==> src/rtl/decimal_text_to_double_defines.svh <==
// Assertion macros shared by the RTL of the decimal text to double converter.
// No dependencies; files that check their own logic include this header.
`ifndef DECIMAL_TEXT_TO_DOUBLE_DEFINES_SVH
`define DECIMAL_TEXT_TO_DOUBLE_DEFINES_SVH

`ifndef ASSERT_OFF
`define ASSERT_NEVER(lbl, clk, rst, cond) \
  lbl: assert property (@(posedge clk) disable iff (rst) !(cond)) \
    else $error("assertion failed");
`define ASSERT_IMPL(lbl, clk, rst, ante, cons) \
  lbl: assert property (@(posedge clk) disable iff (rst) (ante) |-> (cons)) \
    else $error("assertion failed");
`else
`define ASSERT_NEVER(lbl, clk, rst, cond)
`define ASSERT_IMPL(lbl, clk, rst, ante, cons)
`endif

`endif

==> src/rtl/dtd_pkg.sv <==
// Types, codes and floating-point helpers of the decimal text to double converter.
// No dependencies; used by every module of the block.
`default_nettype none

package dtd_pkg;

  localparam int MaxMantDigits = 18;
  localparam int MaxDecExp     = 511;
  localparam int CntMax        = 4095;

  localparam logic [7:0] CH_MINUS = 8'h2D;
  localparam logic [7:0] CH_PLUS  = 8'h2B;
  localparam logic [7:0] CH_POINT = 8'h2E;
  localparam logic [7:0] CH_LOW_E = 8'h65;
  localparam logic [7:0] CH_UP_E  = 8'h45;
  localparam logic [7:0] CH_ZERO  = 8'h30;

  localparam logic [1:0] ST_OK    = 2'd0;
  localparam logic [1:0] ST_NAN   = 2'd1;
  localparam logic [1:0] ST_CLAMP = 2'd2;

  localparam logic [63:0] QNAN_BITS = 64'h7FF8_0000_0000_0000;
  localparam logic [63:0] INF_BITS  = 64'h7FF0_0000_0000_0000;
  localparam logic [29:0] BILLION   = 30'd1_000_000_000;

  typedef enum logic [2:0] {
    PH_SKIP, PH_MANT, PH_ESIGN, PH_EDIG, PH_DONE, PH_BAD
  } phase_t;

  typedef enum logic [3:0] {
    B_IDLE, B_SPLIT, B_NORM, B_RND, B_UNSHIFT, B_POW, B_MUL, B_MRND,
    B_FINAL, B_DIV, B_DNORM, B_DSUB, B_OUT
  } back_state_t;

  // One parsed number as handed from the parser to the arithmetic sequencer.
  typedef struct packed {
    logic        nan;
    logic        neg;
    logic        zero;
    logic [29:0] hi;
    logic [29:0] lo;
    logic        eneg;
    logic [8:0]  mag;
    logic        clamp;
  } num_req_t;

  // Bit patterns of 10^(2^i).
  function automatic logic [63:0] pow_bits(input logic [3:0] i);
    logic [63:0] r;
    case (i)
      4'd0:    r = 64'h4024_0000_0000_0000;
      4'd1:    r = 64'h4059_0000_0000_0000;
      4'd2:    r = 64'h40C3_8800_0000_0000;
      4'd3:    r = 64'h4197_D784_0000_0000;
      4'd4:    r = 64'h4341_C379_37E0_8000;
      4'd5:    r = 64'h4693_B8B5_B505_6E17;
      4'd6:    r = 64'h4D38_4F03_E93F_F9F5;
      4'd7:    r = 64'h5A82_7748_F930_1D32;
      4'd8:    r = 64'h7515_4FDD_7F73_BF3C;
      default: r = 64'h3FF0_0000_0000_0000;
    endcase
    return r;
  endfunction

  // Rounds to nearest even and packs a positive value. A significand whose top
  // bit is clear is taken as subnormal; a rounding carry moves into the exponent.
  function automatic logic [63:0] fp_pack(input logic signed [12:0] e,
                                          input logic [52:0] s,
                                          input logic g,
                                          input logic st);
    logic [10:0] ef;
    logic [63:0] base;
    logic        rnd;
    logic [63:0] r;
    ef   = s[52] ? 11'(e + 13'sd1023) : 11'd0;
    base = {1'b0, ef, s[51:0]};
    rnd  = g & (st | s[0]);
    if (e > 13'sd1023) begin
      r = INF_BITS;
    end else begin
      r = base + 64'(rnd);
    end
    return r;
  endfunction

endpackage

`default_nettype wire

==> src/rtl/decimal_text_to_double.sv <==
// Decimal text to IEEE double converter. Bytes are taken at one per cycle while
// the request queue has room; for each number the sequencer forms the fraction,
// then does the power-of-ten multiplies and the final multiply or divide.
// Synchronous reset clears the parser, the two-entry queue, the sequencer and the
// result valid flag.
`default_nettype none

module decimal_text_to_double (
  input  wire logic        clk,
  input  wire logic        rst,
  input  wire logic        push,
  output logic             full,
  input  wire logic [7:0]  ch,
  input  wire logic        last,
  output logic             empty,
  input  wire logic        pop,
  output logic [63:0]      value_bits,
  output logic [1:0]       status
);
  import dtd_pkg::*;

  num_req_t q_din, q_dout;
  logic     q_push, q_pop, q_full, q_empty;

  assign full = q_full;

  dtd_front u_front (
    .clk    (clk),
    .rst    (rst),
    .push   (push),
    .ch     (ch),
    .last   (last),
    .q_full (q_full),
    .q_push (q_push),
    .q_din  (q_din)
  );

  dtd_queue u_queue (
    .clk   (clk),
    .rst   (rst),
    .push  (q_push),
    .din   (q_din),
    .pop   (q_pop),
    .dout  (q_dout),
    .full  (q_full),
    .empty (q_empty)
  );

  dtd_back u_back (
    .clk        (clk),
    .rst        (rst),
    .q_dout     (q_dout),
    .q_empty    (q_empty),
    .q_pop      (q_pop),
    .pop        (pop),
    .empty      (empty),
    .value_bits (value_bits),
    .status     (status)
  );

endmodule

`default_nettype wire

==> src/rtl/dtd_front.sv <==
// Character parser: takes one byte per cycle while the queue is not full and emits a parsed number record.
// Depends on dtd_pkg.
`default_nettype none

module dtd_front (
  input  wire logic              clk,
  input  wire logic              rst,
  input  wire logic              push,
  input  wire logic [7:0]        ch,
  input  wire logic              last,
  input  wire logic              q_full,
  output logic                   q_push,
  output dtd_pkg::num_req_t      q_din
);
  import dtd_pkg::*;

  phase_t      phase, phase_next;
  logic        negative, negative_next;
  logic        point_seen, point_seen_next;
  logic [11:0] digit_count, digit_count_next;
  logic [11:0] digits_before_point, digits_before_point_next;
  logic [59:0] mantissa_value, mantissa_value_next;
  logic [29:0] mant_hi, mant_hi_next;
  logic [29:0] mant_lo, mant_lo_next;
  logic        exponent_negative, exponent_negative_next;
  logic [11:0] exponent_value, exponent_value_next;

  logic        accept, is_dig, is_sp, take_dig, take_exp;
  logic [3:0]  digit;
  logic [15:0] exp_mul;
  logic [33:0] lo_x10, hi_x10, lo_sub;
  logic [3:0]  lo_carry;
  logic [4:0]  kept;
  logic signed [13:0] e_base, e_tot;
  logic [13:0] e_mag;
  logic        clamp;

  assign accept = push & ~q_full;
  assign is_dig = ch inside {[8'h30:8'h39]};
  assign is_sp  = ch inside {8'h20, [8'h09:8'h0D]};
  assign digit  = 4'(ch - CH_ZERO);

  always_comb begin
    phase_next = phase;
    case (phase)
      PH_SKIP: begin
        if (is_sp) begin
          phase_next = PH_SKIP;
        end else if (is_dig || ch == CH_MINUS || ch == CH_PLUS || ch == CH_POINT) begin
          phase_next = PH_MANT;
        end else begin
          phase_next = PH_BAD;
        end
      end
      PH_MANT: begin
        if (is_dig || (ch == CH_POINT && !point_seen)) begin
          phase_next = PH_MANT;
        end else if (ch == CH_LOW_E || ch == CH_UP_E) begin
          phase_next = PH_ESIGN;
        end else begin
          phase_next = PH_DONE;
        end
      end
      PH_ESIGN: begin
        if (is_dig || ch == CH_MINUS || ch == CH_PLUS) begin
          phase_next = PH_EDIG;
        end else begin
          phase_next = PH_DONE;
        end
      end
      PH_EDIG: begin
        if (!is_dig) begin
          phase_next = PH_DONE;
        end
      end
      default: phase_next = phase;
    endcase
  end

  always_comb begin
    take_dig = is_dig && (phase == PH_SKIP || phase == PH_MANT);
    take_exp = is_dig && (phase == PH_ESIGN || phase == PH_EDIG);
    negative_next   = negative | (phase == PH_SKIP && ch == CH_MINUS);
    point_seen_next = point_seen |
                      ((phase == PH_SKIP || phase == PH_MANT) && ch == CH_POINT);
    exponent_negative_next = exponent_negative | (phase == PH_ESIGN && ch == CH_MINUS);

    // The kept digits are also carried as high and low nine-digit parts: the
    // decimal digit that leaves the low part moves into the high part.
    lo_x10   = {1'b0, mant_lo, 3'b0} + {3'b0, mant_lo, 1'b0} + 34'(digit);
    lo_carry = 4'd0;
    lo_sub   = 34'd0;
    for (int k = 1; k <= 9; k++) begin
      if (lo_x10 >= 34'(k) * {4'd0, BILLION}) begin
        lo_carry = 4'(k);
        lo_sub   = 34'(k) * {4'd0, BILLION};
      end
    end
    hi_x10 = {1'b0, mant_hi, 3'b0} + {3'b0, mant_hi, 1'b0} + 34'(lo_carry);

    digit_count_next = digit_count;
    mantissa_value_next = mantissa_value;
    mant_hi_next = mant_hi;
    mant_lo_next = mant_lo;
    digits_before_point_next = digits_before_point;
    if (take_dig) begin
      if (digit_count != 12'(CntMax)) begin
        digit_count_next = digit_count + 12'd1;
      end
      if (digit_count < 12'(MaxMantDigits)) begin
        mantissa_value_next = (mantissa_value << 3) + (mantissa_value << 1) + 60'(digit);
        mant_lo_next = 30'(lo_x10 - lo_sub);
        mant_hi_next = hi_x10[29:0];
      end
      if (!point_seen && digits_before_point != 12'(CntMax)) begin
        digits_before_point_next = digits_before_point + 12'd1;
      end
    end

    exp_mul = 16'({exponent_value, 3'b0}) + 16'({exponent_value, 1'b0}) + 16'(digit);
    exponent_value_next = exponent_value;
    if (take_exp) begin
      exponent_value_next = (exp_mul > 16'(CntMax)) ? 12'(CntMax) : exp_mul[11:0];
    end

    // Decimal exponent of the kept digits, folded to sign and magnitude.
    kept   = (digit_count_next < 12'(MaxMantDigits)) ? digit_count_next[4:0]
                                                     : 5'(MaxMantDigits);
    e_base = $signed({2'b0, digits_before_point_next}) - $signed({9'b0, kept});
    e_tot  = exponent_negative_next ? e_base - $signed({2'b0, exponent_value_next})
                                    : e_base + $signed({2'b0, exponent_value_next});
    e_mag  = e_tot[13] ? 14'(-e_tot) : 14'(e_tot);
    clamp  = (digit_count_next != 12'd0) && (e_mag > 14'(MaxDecExp));

    q_din.nan   = (phase_next == PH_SKIP) || (phase_next == PH_BAD);
    q_din.neg   = negative_next;
    q_din.zero  = (digit_count_next == 12'd0) || (mantissa_value_next == 60'd0);
    q_din.hi    = mant_hi_next;
    q_din.lo    = mant_lo_next;
    q_din.eneg  = e_tot[13];
    q_din.mag   = clamp ? 9'(MaxDecExp) : e_mag[8:0];
    q_din.clamp = clamp;
    q_push      = accept & last;
  end

  always_ff @(posedge clk) begin
    if (rst || (accept && last)) begin
      phase               <= PH_SKIP;
      negative            <= 1'b0;
      point_seen          <= 1'b0;
      digit_count         <= 12'd0;
      digits_before_point <= 12'd0;
      mantissa_value      <= 60'd0;
      mant_hi             <= 30'd0;
      mant_lo             <= 30'd0;
      exponent_negative   <= 1'b0;
      exponent_value      <= 12'd0;
    end else if (accept) begin
      phase               <= phase_next;
      negative            <= negative_next;
      point_seen          <= point_seen_next;
      digit_count         <= digit_count_next;
      digits_before_point <= digits_before_point_next;
      mantissa_value      <= mantissa_value_next;
      mant_hi             <= mant_hi_next;
      mant_lo             <= mant_lo_next;
      exponent_negative   <= exponent_negative_next;
      exponent_value      <= exponent_value_next;
    end
  end

endmodule

`default_nettype wire

==> src/rtl/dtd_queue.sv <==
// Two-entry queue of parsed number requests between parser and sequencer.
// Depends on dtd_pkg and the assertion macro header.
`default_nettype none
`include "decimal_text_to_double_defines.svh"

module dtd_queue (
  input  wire logic              clk,
  input  wire logic              rst,
  input  wire logic              push,
  input  wire dtd_pkg::num_req_t din,
  input  wire logic              pop,
  output dtd_pkg::num_req_t      dout,
  output logic                   full,
  output logic                   empty
);
  import dtd_pkg::*;

  num_req_t   mem [2];
  logic       wr_ptr, rd_ptr;
  logic [1:0] count;

  assign full  = (count == 2'd2);
  assign empty = (count == 2'd0);
  assign dout  = mem[rd_ptr];

  always_ff @(posedge clk) begin
    if (push && !full) begin
      mem[wr_ptr] <= din;
    end
  end

  always_ff @(posedge clk) begin
    if (rst) begin
      wr_ptr <= 1'b0;
      rd_ptr <= 1'b0;
      count  <= 2'd0;
    end else begin
      if (push && !full) begin
        wr_ptr <= ~wr_ptr;
      end
      if (pop && !empty) begin
        rd_ptr <= ~rd_ptr;
      end
      count <= count + 2'(push && !full) - 2'(pop && !empty);
    end
  end

  `ASSERT_NEVER(a_count_range, clk, rst, count == 2'd3)
  `ASSERT_IMPL(a_no_overflow, clk, rst, push, !full)
  `ASSERT_IMPL(a_no_underflow, clk, rst, pop, !empty)

endmodule

`default_nettype wire

==> src/rtl/dtd_back.sv <==
// Arithmetic sequencer: builds the double from a parsed request with shared
// serial multiply and divide steps, and holds the result register. Uses dtd_pkg.
`default_nettype none

module dtd_back (
  input  wire logic              clk,
  input  wire logic              rst,
  input  wire dtd_pkg::num_req_t q_dout,
  input  wire logic              q_empty,
  output logic                   q_pop,
  input  wire logic              pop,
  output logic                   empty,
  output logic [63:0]            value_bits,
  output logic [1:0]             status
);
  import dtd_pkg::*;

  back_state_t state, state_next;
  num_req_t    rec;
  logic [5:0]  cnt;
  logic [29:0] lo;
  logic [61:0] acc;
  logic [5:0]  n;
  logic        pass;
  logic signed [12:0] frac_e, pw_e, me, de;
  logic [52:0] frac_s, pw_s, ma, mb, dsig;
  logic        pw_inf, final_op, dg, dst;
  logic [3:0]  idx;
  logic [105:0] prod;
  logic [55:0] dq;
  logic [54:0] drem;
  logic [63:0] res;
  logic        out_valid;

  logic [59:0] hi_prod;
  logic [53:0] rsum;
  logic [63:0] tab_bits, mbits;
  logic signed [12:0] tab_e;
  logic [53:0] mul_sum;
  logic        div_ge;
  logic [54:0] div_diff;
  logic        slot_free;

  assign q_pop     = (state == B_IDLE) && !q_empty;
  assign empty     = !out_valid;
  assign slot_free = !out_valid || pop;

  always_comb begin
    hi_prod  = {30'd0, rec.hi} * {30'd0, BILLION};
    rsum     = {1'b0, acc[61:9]} + 54'(acc[8] & ((|acc[7:0]) | acc[9]));
    tab_bits = pow_bits(idx);
    tab_e    = $signed({2'b0, tab_bits[62:52]}) - 13'sd1023;
    mul_sum  = {1'b0, prod[105:53]} + (mb[0] ? {1'b0, ma} : 54'd0);
    div_ge   = drem >= {2'b0, pw_s};
    div_diff = drem - {2'b0, pw_s};
    if (prod[105]) begin
      mbits = fp_pack(me + 13'sd1, prod[105:53], prod[52], |prod[51:0]);
    end else begin
      mbits = fp_pack(me, prod[104:52], prod[51], |prod[50:0]);
    end
  end

  always_comb begin
    state_next = state;
    case (state)
      B_IDLE: begin
        if (!q_empty) begin
          state_next = (q_dout.nan || q_dout.zero) ? B_OUT : B_SPLIT;
        end
      end
      B_SPLIT:   state_next = B_NORM;
      B_NORM:    if (acc == 62'd0 || acc[61]) state_next = B_RND;
      B_RND:     state_next = B_UNSHIFT;
      B_UNSHIFT: begin
        if (pass) begin
          state_next = B_POW;
        end else if (n == 6'd0) begin
          state_next = B_NORM;
        end
      end
      B_POW: begin
        if (idx == 4'd9) begin
          state_next = B_FINAL;
        end else if (rec.mag[idx] && !pw_inf) begin
          state_next = B_MUL;
        end
      end
      B_MUL:  if (cnt == 6'd52) state_next = B_MRND;
      B_MRND: state_next = final_op ? B_OUT : B_POW;
      B_FINAL: begin
        if (pw_inf) begin
          state_next = B_OUT;
        end else begin
          state_next = rec.eneg ? B_DIV : B_MUL;
        end
      end
      B_DIV:   if (cnt == 6'd55) state_next = B_DNORM;
      B_DNORM: state_next = B_DSUB;
      B_DSUB:  if (de >= -13'sd1022) state_next = B_OUT;
      B_OUT:   if (slot_free) state_next = B_IDLE;
      default: state_next = B_IDLE;
    endcase
  end

  always_ff @(posedge clk) begin
    if (rst) begin
      state <= B_IDLE;
    end else begin
      state <= state_next;
    end
  end

  always_ff @(posedge clk) begin
    case (state)
      B_IDLE: begin
        rec  <= q_dout;
        cnt  <= 6'd0;
        res  <= 64'd0;
      end
      B_SPLIT: begin
        // The high nine-digit part is scaled by one billion here; the low part
        // is added once that product has been rounded to a double.
        lo   <= rec.lo;
        acc  <= {2'b0, hi_prod};
        n    <= 6'd0;
        pass <= 1'b0;
      end
      B_NORM: begin
        if (acc != 62'd0 && !acc[61]) begin
          acc <= {acc[60:0], 1'b0};
          n   <= n + 6'd1;
        end
      end
      B_RND: begin
        if (rsum[53]) begin
          acc <= {1'b1, 61'd0};
          n   <= n - 6'd1;
        end else begin
          acc <= {rsum[52:0], 9'd0};
        end
      end
      B_UNSHIFT: begin
        if (pass) begin
          frac_s <= acc[61:9];
          frac_e <= 13'sd61 - $signed({7'b0, n});
          pw_s   <= {1'b1, 52'd0};
          pw_e   <= 13'sd0;
          pw_inf <= 1'b0;
          idx    <= 4'd0;
        end else if (n != 6'd0) begin
          acc <= {1'b0, acc[61:1]};
          n   <= n - 6'd1;
        end else begin
          // The high part is rounded to a double before the low part is added.
          acc  <= acc + {32'b0, lo};
          pass <= 1'b1;
        end
      end
      B_POW: begin
        if (idx != 4'd9) begin
          if (rec.mag[idx] && !pw_inf) begin
            ma       <= pw_s;
            mb       <= {1'b1, tab_bits[51:0]};
            me       <= pw_e + tab_e;
            prod     <= 106'd0;
            cnt      <= 6'd0;
            final_op <= 1'b0;
          end else begin
            idx <= idx + 4'd1;
          end
        end
      end
      B_MUL: begin
        prod <= {mul_sum, prod[52:1]};
        mb   <= {1'b0, mb[52:1]};
        cnt  <= cnt + 6'd1;
      end
      B_MRND: begin
        if (final_op) begin
          res <= mbits;
        end else begin
          pw_inf <= (mbits[62:52] == 11'h7FF);
          pw_e   <= $signed({2'b0, mbits[62:52]}) - 13'sd1023;
          pw_s   <= {1'b1, mbits[51:0]};
          idx    <= idx + 4'd1;
        end
      end
      B_FINAL: begin
        cnt <= 6'd0;
        if (pw_inf) begin
          res <= rec.eneg ? 64'd0 : INF_BITS;
        end else if (rec.eneg) begin
          drem <= {2'b0, frac_s};
          dq   <= 56'd0;
          de   <= frac_e - pw_e;
        end else begin
          ma       <= frac_s;
          mb       <= pw_s;
          me       <= frac_e + pw_e;
          prod     <= 106'd0;
          final_op <= 1'b1;
        end
      end
      B_DIV: begin
        dq   <= {dq[54:0], div_ge};
        drem <= div_ge ? {div_diff[53:0], 1'b0} : {drem[53:0], 1'b0};
        cnt  <= cnt + 6'd1;
      end
      B_DNORM: begin
        if (dq[55]) begin
          dsig <= dq[55:3];
          dg   <= dq[2];
          dst  <= (|dq[1:0]) | (drem != 55'd0);
        end else begin
          dsig <= dq[54:2];
          dg   <= dq[1];
          dst  <= dq[0] | (drem != 55'd0);
          de   <= de - 13'sd1;
        end
      end
      B_DSUB: begin
        // Quotients below the normal range are shifted down to subnormal form.
        if (de < -13'sd1022) begin
          dst  <= dst | dg;
          dg   <= dsig[0];
          dsig <= {1'b0, dsig[52:1]};
          de   <= de + 13'sd1;
        end else begin
          res <= fp_pack(de, dsig, dg, dst);
        end
      end
      default: begin
      end
    endcase
  end

  always_ff @(posedge clk) begin
    if (rst) begin
      out_valid <= 1'b0;
    end else if (state == B_OUT && slot_free) begin
      out_valid <= 1'b1;
    end else if (pop) begin
      out_valid <= 1'b0;
    end
  end

  always_ff @(posedge clk) begin
    if (state == B_OUT && slot_free) begin
      value_bits <= rec.nan ? QNAN_BITS : {rec.neg, res[62:0]};
      status     <= rec.nan ? ST_NAN : (rec.clamp ? ST_CLAMP : ST_OK);
    end
  end

endmodule

`default_nettype wire
==> config.mk <==
export PLATFORM = sky130hd
export DESIGN_NAME = decimal_text_to_double
export DESIGN_NICKNAME = d
export VERILOG_FILES = /design/src/rtl/dtd_pkg.sv /design/src/rtl/decimal_text_to_double.sv /design/src/rtl/dtd_front.sv /design/src/rtl/dtd_queue.sv /design/src/rtl/dtd_back.sv
export VERILOG_INCLUDE_DIRS = /design/src /design/src/rtl
export SDC_FILE = /design/constraint.sdc
export NUM_CORES = 2
export LEC_CHECK = 0
export BUFFER_PORTS_ARGS = -buffer_cell sky130_fd_sc_hd__buf_4
export CORE_AREA = 3 3 475 477
export CTS_CLUSTER_SIZE = 30
export DETAILED_ROUTE_END_ITERATION = 12
export DIE_AREA = 0 0 478 480
export PLACE_DENSITY = 0.57
export RECOVER_POWER = 50
export SETUP_SLACK_MARGIN = 0.4
export SLEW_MARGIN = 20
export SYNTH_ARGS = -nofsm -noshare
export SYNTH_HDL_FRONTEND = slang
export SYNTH_SLANG_ARGS = --single-unit
export TNS_END_PERCENT = 50
==> constraint.sdc <==
create_clock -name clk -period 10.65 [get_ports clk]
set_input_delay 0.5325 -clock clk [delete_from_list [all_inputs] [get_ports clk]]
set_output_delay 0.5325 -clock clk [all_outputs]
set_load 0.1 [all_outputs]
; Word-level counts from Yosys, hierarchy flattened
; Memories as Yosys holds them, arrays and structs flattened. A register that Yosys moved wholly into a read port is not among the register bits.
; Cells that the tools add are included.
[totals]
input_bits = 13
output_inout_bits = 68
n_memories = 2
elab_cells = 424
ff_bits = 1020
ram_bits = 148
mem_bits_ro = 1008
[op_classes]
n_mul = 1
n_reduce_logical = 80
addsub = 41
n_lt_le_gt_ge = 24
mux = 155
n_eq_ne = 55
n_bitwise = 19
[memory_table]
columns = name, words, width, read_ports, rd_ports_with_merged_regs, wr, line_no
row1 = (name not given), 16, 63, 1, 1, 0, dtd_pkg.sv:50  ; case (i)
row2 = u_queue.mem, 2, 74, 1, 1, 1, dtd_queue.sv:18  ; num_req_t mem [2];
[ops]
columns = op, count
row1 = $mux W53, 13
row2 = $mux W63, 8
row3 = $mux W106, 4
row4 = $mux W30, 13
row5 = $pmux W106 S3, 1
row6 = $pmux W53 S2, 3
row7 = $pmux W63 S4, 1
row8 = $mux W62, 4
row9 = $pmux W62 S4, 1
row10 = $add A63 B1 Y63, 3
row11 = $mux W55, 3
row12 = $pmux W53 S3, 1
row13 = $ge A34 B33 Y1 const B, 4
row14 = $mux W13, 10
row15 = $mux W60, 2
row16 = $mux W56, 2
row17 = $pmux W56 S2, 1
row18 = $pmux W55 S2, 1
row19 = $add A53 B54 Y54, 2
row20 = $mux W4, 21
row21 = $mux W12, 6
row22 = $ge A34 B32 Y1 const B, 2
row23 = $add A62 B30 Y62, 1
row24 = $logic_not A62 Y1, 1
row25 = 107 further kinds, 267

; Longest topological paths before layout
[logic_depth]
depth_word = 15
mapped_depth = 35
mapped_depth_nobuf = 35

; Hierarchy
; Synthesis repeated with hierarchy kept, for this count alone.
[unflattened]
hier_cells = 9623
hier_area_um2 = 91601.6
[modules_own_cells]
columns = mod, cells_per_inst, n_inst, seq_area_each_um2, area_each_um2
row1 = dtd_back, 6593, 1, 26195.1, 65546.6
row2 = dtd_front, 2772, 1, 3243.1, 20229.4
row3 = dtd_queue, 258, 1, 4544.4, 5825.6

; Worst setup path after synthesis
; Ideal clock, no wire load.
[synth_path]
path_type = register -> register
start = register u_back.state[0]
end = register u_back.dq[0], enable pin
arrival_time_ns = 8.396
path_stages_with_launch = 5
t_required_ns = 9.933
setup_ns = 0.717
path_buffers = 2
path_slack_ns = 1.536
synth_period_minus_slack_ns = 9.114
cell_sequence = dfxtp_1 -> clkbuf_1 -> clkbuf_1 -> nor2_1 -> nor3_1
[synth_via]
elab_chain_cells = 3
word_cells_on_any_way = 6
cone_classes = 4 x eq/ne / 2 x reduce/logical
[synth_rtl]
columns = element, line_no
row1 = "start, declared", dtd_back.sv:18  ; back_state_t state, state_next;
row2 = "start signal, assigned", dtd_back.sv:109  ; state <= state_next;
row3 = $eq A4 B4 Y1, dtd_back.sv:114  ; case (state)
row4 = "$ne A2 B1 Y1 (no source line), or another cell as far along", n/a
row5 = $reduce_and A3 Y1 (no source line) (*), n/a
row6 = "end signal, assigned", dtd_back.sv:205  ; dq <= {dq[54:0], div_ge};
row7 = "end, declared", dtd_back.sv:30  ; logic [55:0] dq;
; Every way passes the cells marked *; elsewhere a longest branch is shown, timed or not.
; A chain may end at the register's enable or synchronous reset.

==> impl_metrics.toml <==
[floorplanning]
io_pins = 81
die_height_um = 480
die-area_um2 = 229000
num_rows = 173
die_w_um = 478
start_util_pct = 40.0
coreArea_um2 = 222000

[place]
place_ws_ns = 0.785
dp_hpwl_mm = 190
postPlaceCellArea_um2 = 92400
gp_congestion = 0.909
portBuffers = 80

[critical_path]
end_kind = "register"
max_stage_delay_ns = 0.82
path_common_cell = "inv_1"
cp_slowest_cell = "a2111oi_0"
worst-setup-path-type = "register to register"
crit_required_ns = 11.17
cp.arrival_ns = 10.13
path_max_fanout = 9
cp-start-kind = "register"

[sta]
min_period_over_period_pct = 90.2
fin_setup_tns_ns = 0
finalWorstSetupSlack_ns = 1.05
fmax_ghz = 0.104
rsz0062_at_grt = "no"
setup_viol = 0
period_minus_slack_ns = 9.60
tightest_slew_ns = 4.09
hold_viol = 0
slew_headroom_pct = -173
fin_skew_ns = 0.0415
slew_violations = 1343
whs_ns = 0.201

[clocking]
htreeDepth = 4
numCtsBuffers = 144
cts_tree = "yes"
cts_setup_buffers = 0
cts_buffer_depth = 3
clock_latency_ns = 0.82
clkTransAtPathRegs_ns = 0.06
clock-sinks = 1203
cts-root-buf = "clkbuf_16"

[synth]
synth_edf_count = 989
syn_nets = 10200
seq_area_frac_synth_pct = 38.3
synth_area_leaders = "edfxtp_1 (33%), ha_1 (11%), fa_1 (7.0%)"
synth.avg_cell_area_um2 = 9.66
synth.distinct_cells = 101
synth_area_um2 = 88700
synth.most_common_cell = "edfxtp_1"
synth_area_leader_cell = "edfxtp_1"
synthArstFlopShare_pct = 0
synth_common_cells = "edfxtp_1 (989), nand2_1 (890), nor2_1 (781)"
synth_ff_type = "edfxtp_1"
ys_ff_latch = 1203
synthCells = 9174
yosys_warnings = 0
yosysTopAreaCellShare_pct = 33.5

[outcome]
violations = "max-capacitance violations, max-slew violations"
status = "finished, violations left"

[layout]
antennaDiodeCount = 0
nNetsFinal = 10200
syn_to_final_growth_pct = 9.04
drive_above_1_share_pct = 5.22
final_area_um2 = 96700

[global_routing]
track_usage_pct = 21.4
antenna_found_initial = 4
grt_max_degree = 107
first_global_vias = 66900
gr-total-overflow = 0
grt_pass1_wl_mm = 392

[drt]
dr.pass1.iters = 8
routed.top_layer = "met4"
routedWlPerCell_um = 20.5
drc = 0
drt_wl_total_mm = 249
vias = 68200
ant_nets = 0
wl_met3_mm = 13.3
wl_met1_mm = 114
drt_iter0_drc = 5669
dr_wl_met2_mm = 116
drt-vias-per-instance = 5.59

[worst_hold_path]
hp-class = "input pin to register"

[job]
timing.max_cap.violations = 24
## through the flow
step | utilization (%) | cells
6_report | 43.6 | 12200
5_1_grt | 43.6 | 12200
4_1_cts | 43.8 | 12200
3_5_place_dp | 41.6 | 11900
3_3_place_gp | 41.6 | 11900
2_1_floorplan | - | 9174
## final timing paths
path,start,to,slack [ns],depth (start not counted)
worst max register to register,u_front.mant_lo[0]$_SDFFE_PP0P_,u_queue.mem[1][70]$_DFFE_PP_,1.05,33
worst min-delay path,ch[1],u_front.point_seen$_SDFFE_PP0P_,0.20,5
worst min register to register,u_back.rec[17]$_DFFE_PP_,u_back.lo[6]$_DFFE_PP_,0.40,0
worst max-delay path,u_front.mant_lo[0]$_SDFFE_PP0P_,u_queue.mem[1][70]$_DFFE_PP_,1.05,33
## routing by layer
layer,vias to the layer above,global-route usage [%]
li1,32900,-
met1,33200,29.8
met2,1777,35.2
met3,326,2.66
met4,0,5.48
met5,-,0
## what timing repair did
| item | 4_1_cts | 5_1_grt |
|---|---|---|
| hold endpoints to repair | 8 | 0 |
| hold buffers | 2 | 0 |
| gates resized for setup | 0 | 0 |
## placed cells by master (no fill, tap or decap), types with 98 or more instances in the layout
| master | count |
|---|---|
| edfxtp_1 | 989 |
| nand3_1 | 201 |
| a21oi_1 | 575 |
| fa_1 | 308 |
| and2_1 | 149 |
| inv_1 | 587 |
| dfxtp_1 | 214 |
| nor4_1 | 98 |
| xnor2_1 | 361 |
| o21ai_0 | 506 |
| nand4_1 | 115 |
| a21o_1 | 191 |
| nor2b_1 | 124 |
| nor3_1 | 187 |
| clkbuf_1 | 124 |
| clkbuf_16 | 144 |
| mux2i_1 | 99 |
| xor2_1 | 278 |
| nor2_1 | 774 |
| nand2_1 | 890 |
| ha_1 | 748 |
## layout make-up
type / instances / area, µm²
clock buffers: 177 / 3760
clock inverters: 83 / 950
fillers: 21400 / 125000
inverters: 593 / 2230
multi-input cells: 6991 / 51200
flip-flops and latches: 1203 / 34000
well taps: 2975 / 3720
repair buffers: 162 / 868
## critical path: cells and delay by family, from the launching register on
kind            cells  cell delay (ns)
buf+inv             5             0.61
xor+xnor            2             0.34
compound gates     16             5.49
flops               1             0.33
simple gates        6             1.18
fa+ha+maj           4             1.38
## logic make-up after synthesis
group                      Yosys count  share of synthesized area [%]
xor gates and xnor gates           641                           6.35
AOI/OAI and AO/OA                 2103                           15.2
adders and majority gates         1056                           17.5
and+or+nand+nor                   3011                           16.3
buffers and inverters              980                           4.17
DFF                               1203                           38.3
muxes                              180                           2.17
## flip-flops by register name, summed over array words and instances, names as in the netlist, 30 cells and up, named ones only
| register | flops |
|---|---|
| u_queue.mem | 148 |
| u_back.prod | 106 |
| u_back.rec | 73 |
| u_back.value_bits | 64 |
| u_back.res | 63 |
| u_back.acc | 62 |
| u_front.mantissa_value | 60 |
| u_back.dq | 56 |
| u_back.drem | 55 |
| u_back.dsig | 53 |
| u_back.frac_s | 53 |
| u_back.ma | 53 |
| u_back.mb | 53 |
| u_back.pw_s | 52 |
| u_back.tab_bits | 42 |
| u_back.lo | 30 |
| u_front.mant_hi | 30 |
| u_front.mant_lo | 30 |
Power is left out: the tool's default activity adds up to more than one toggle a clock period on the data nets, which glitch-free logic cannot reach.
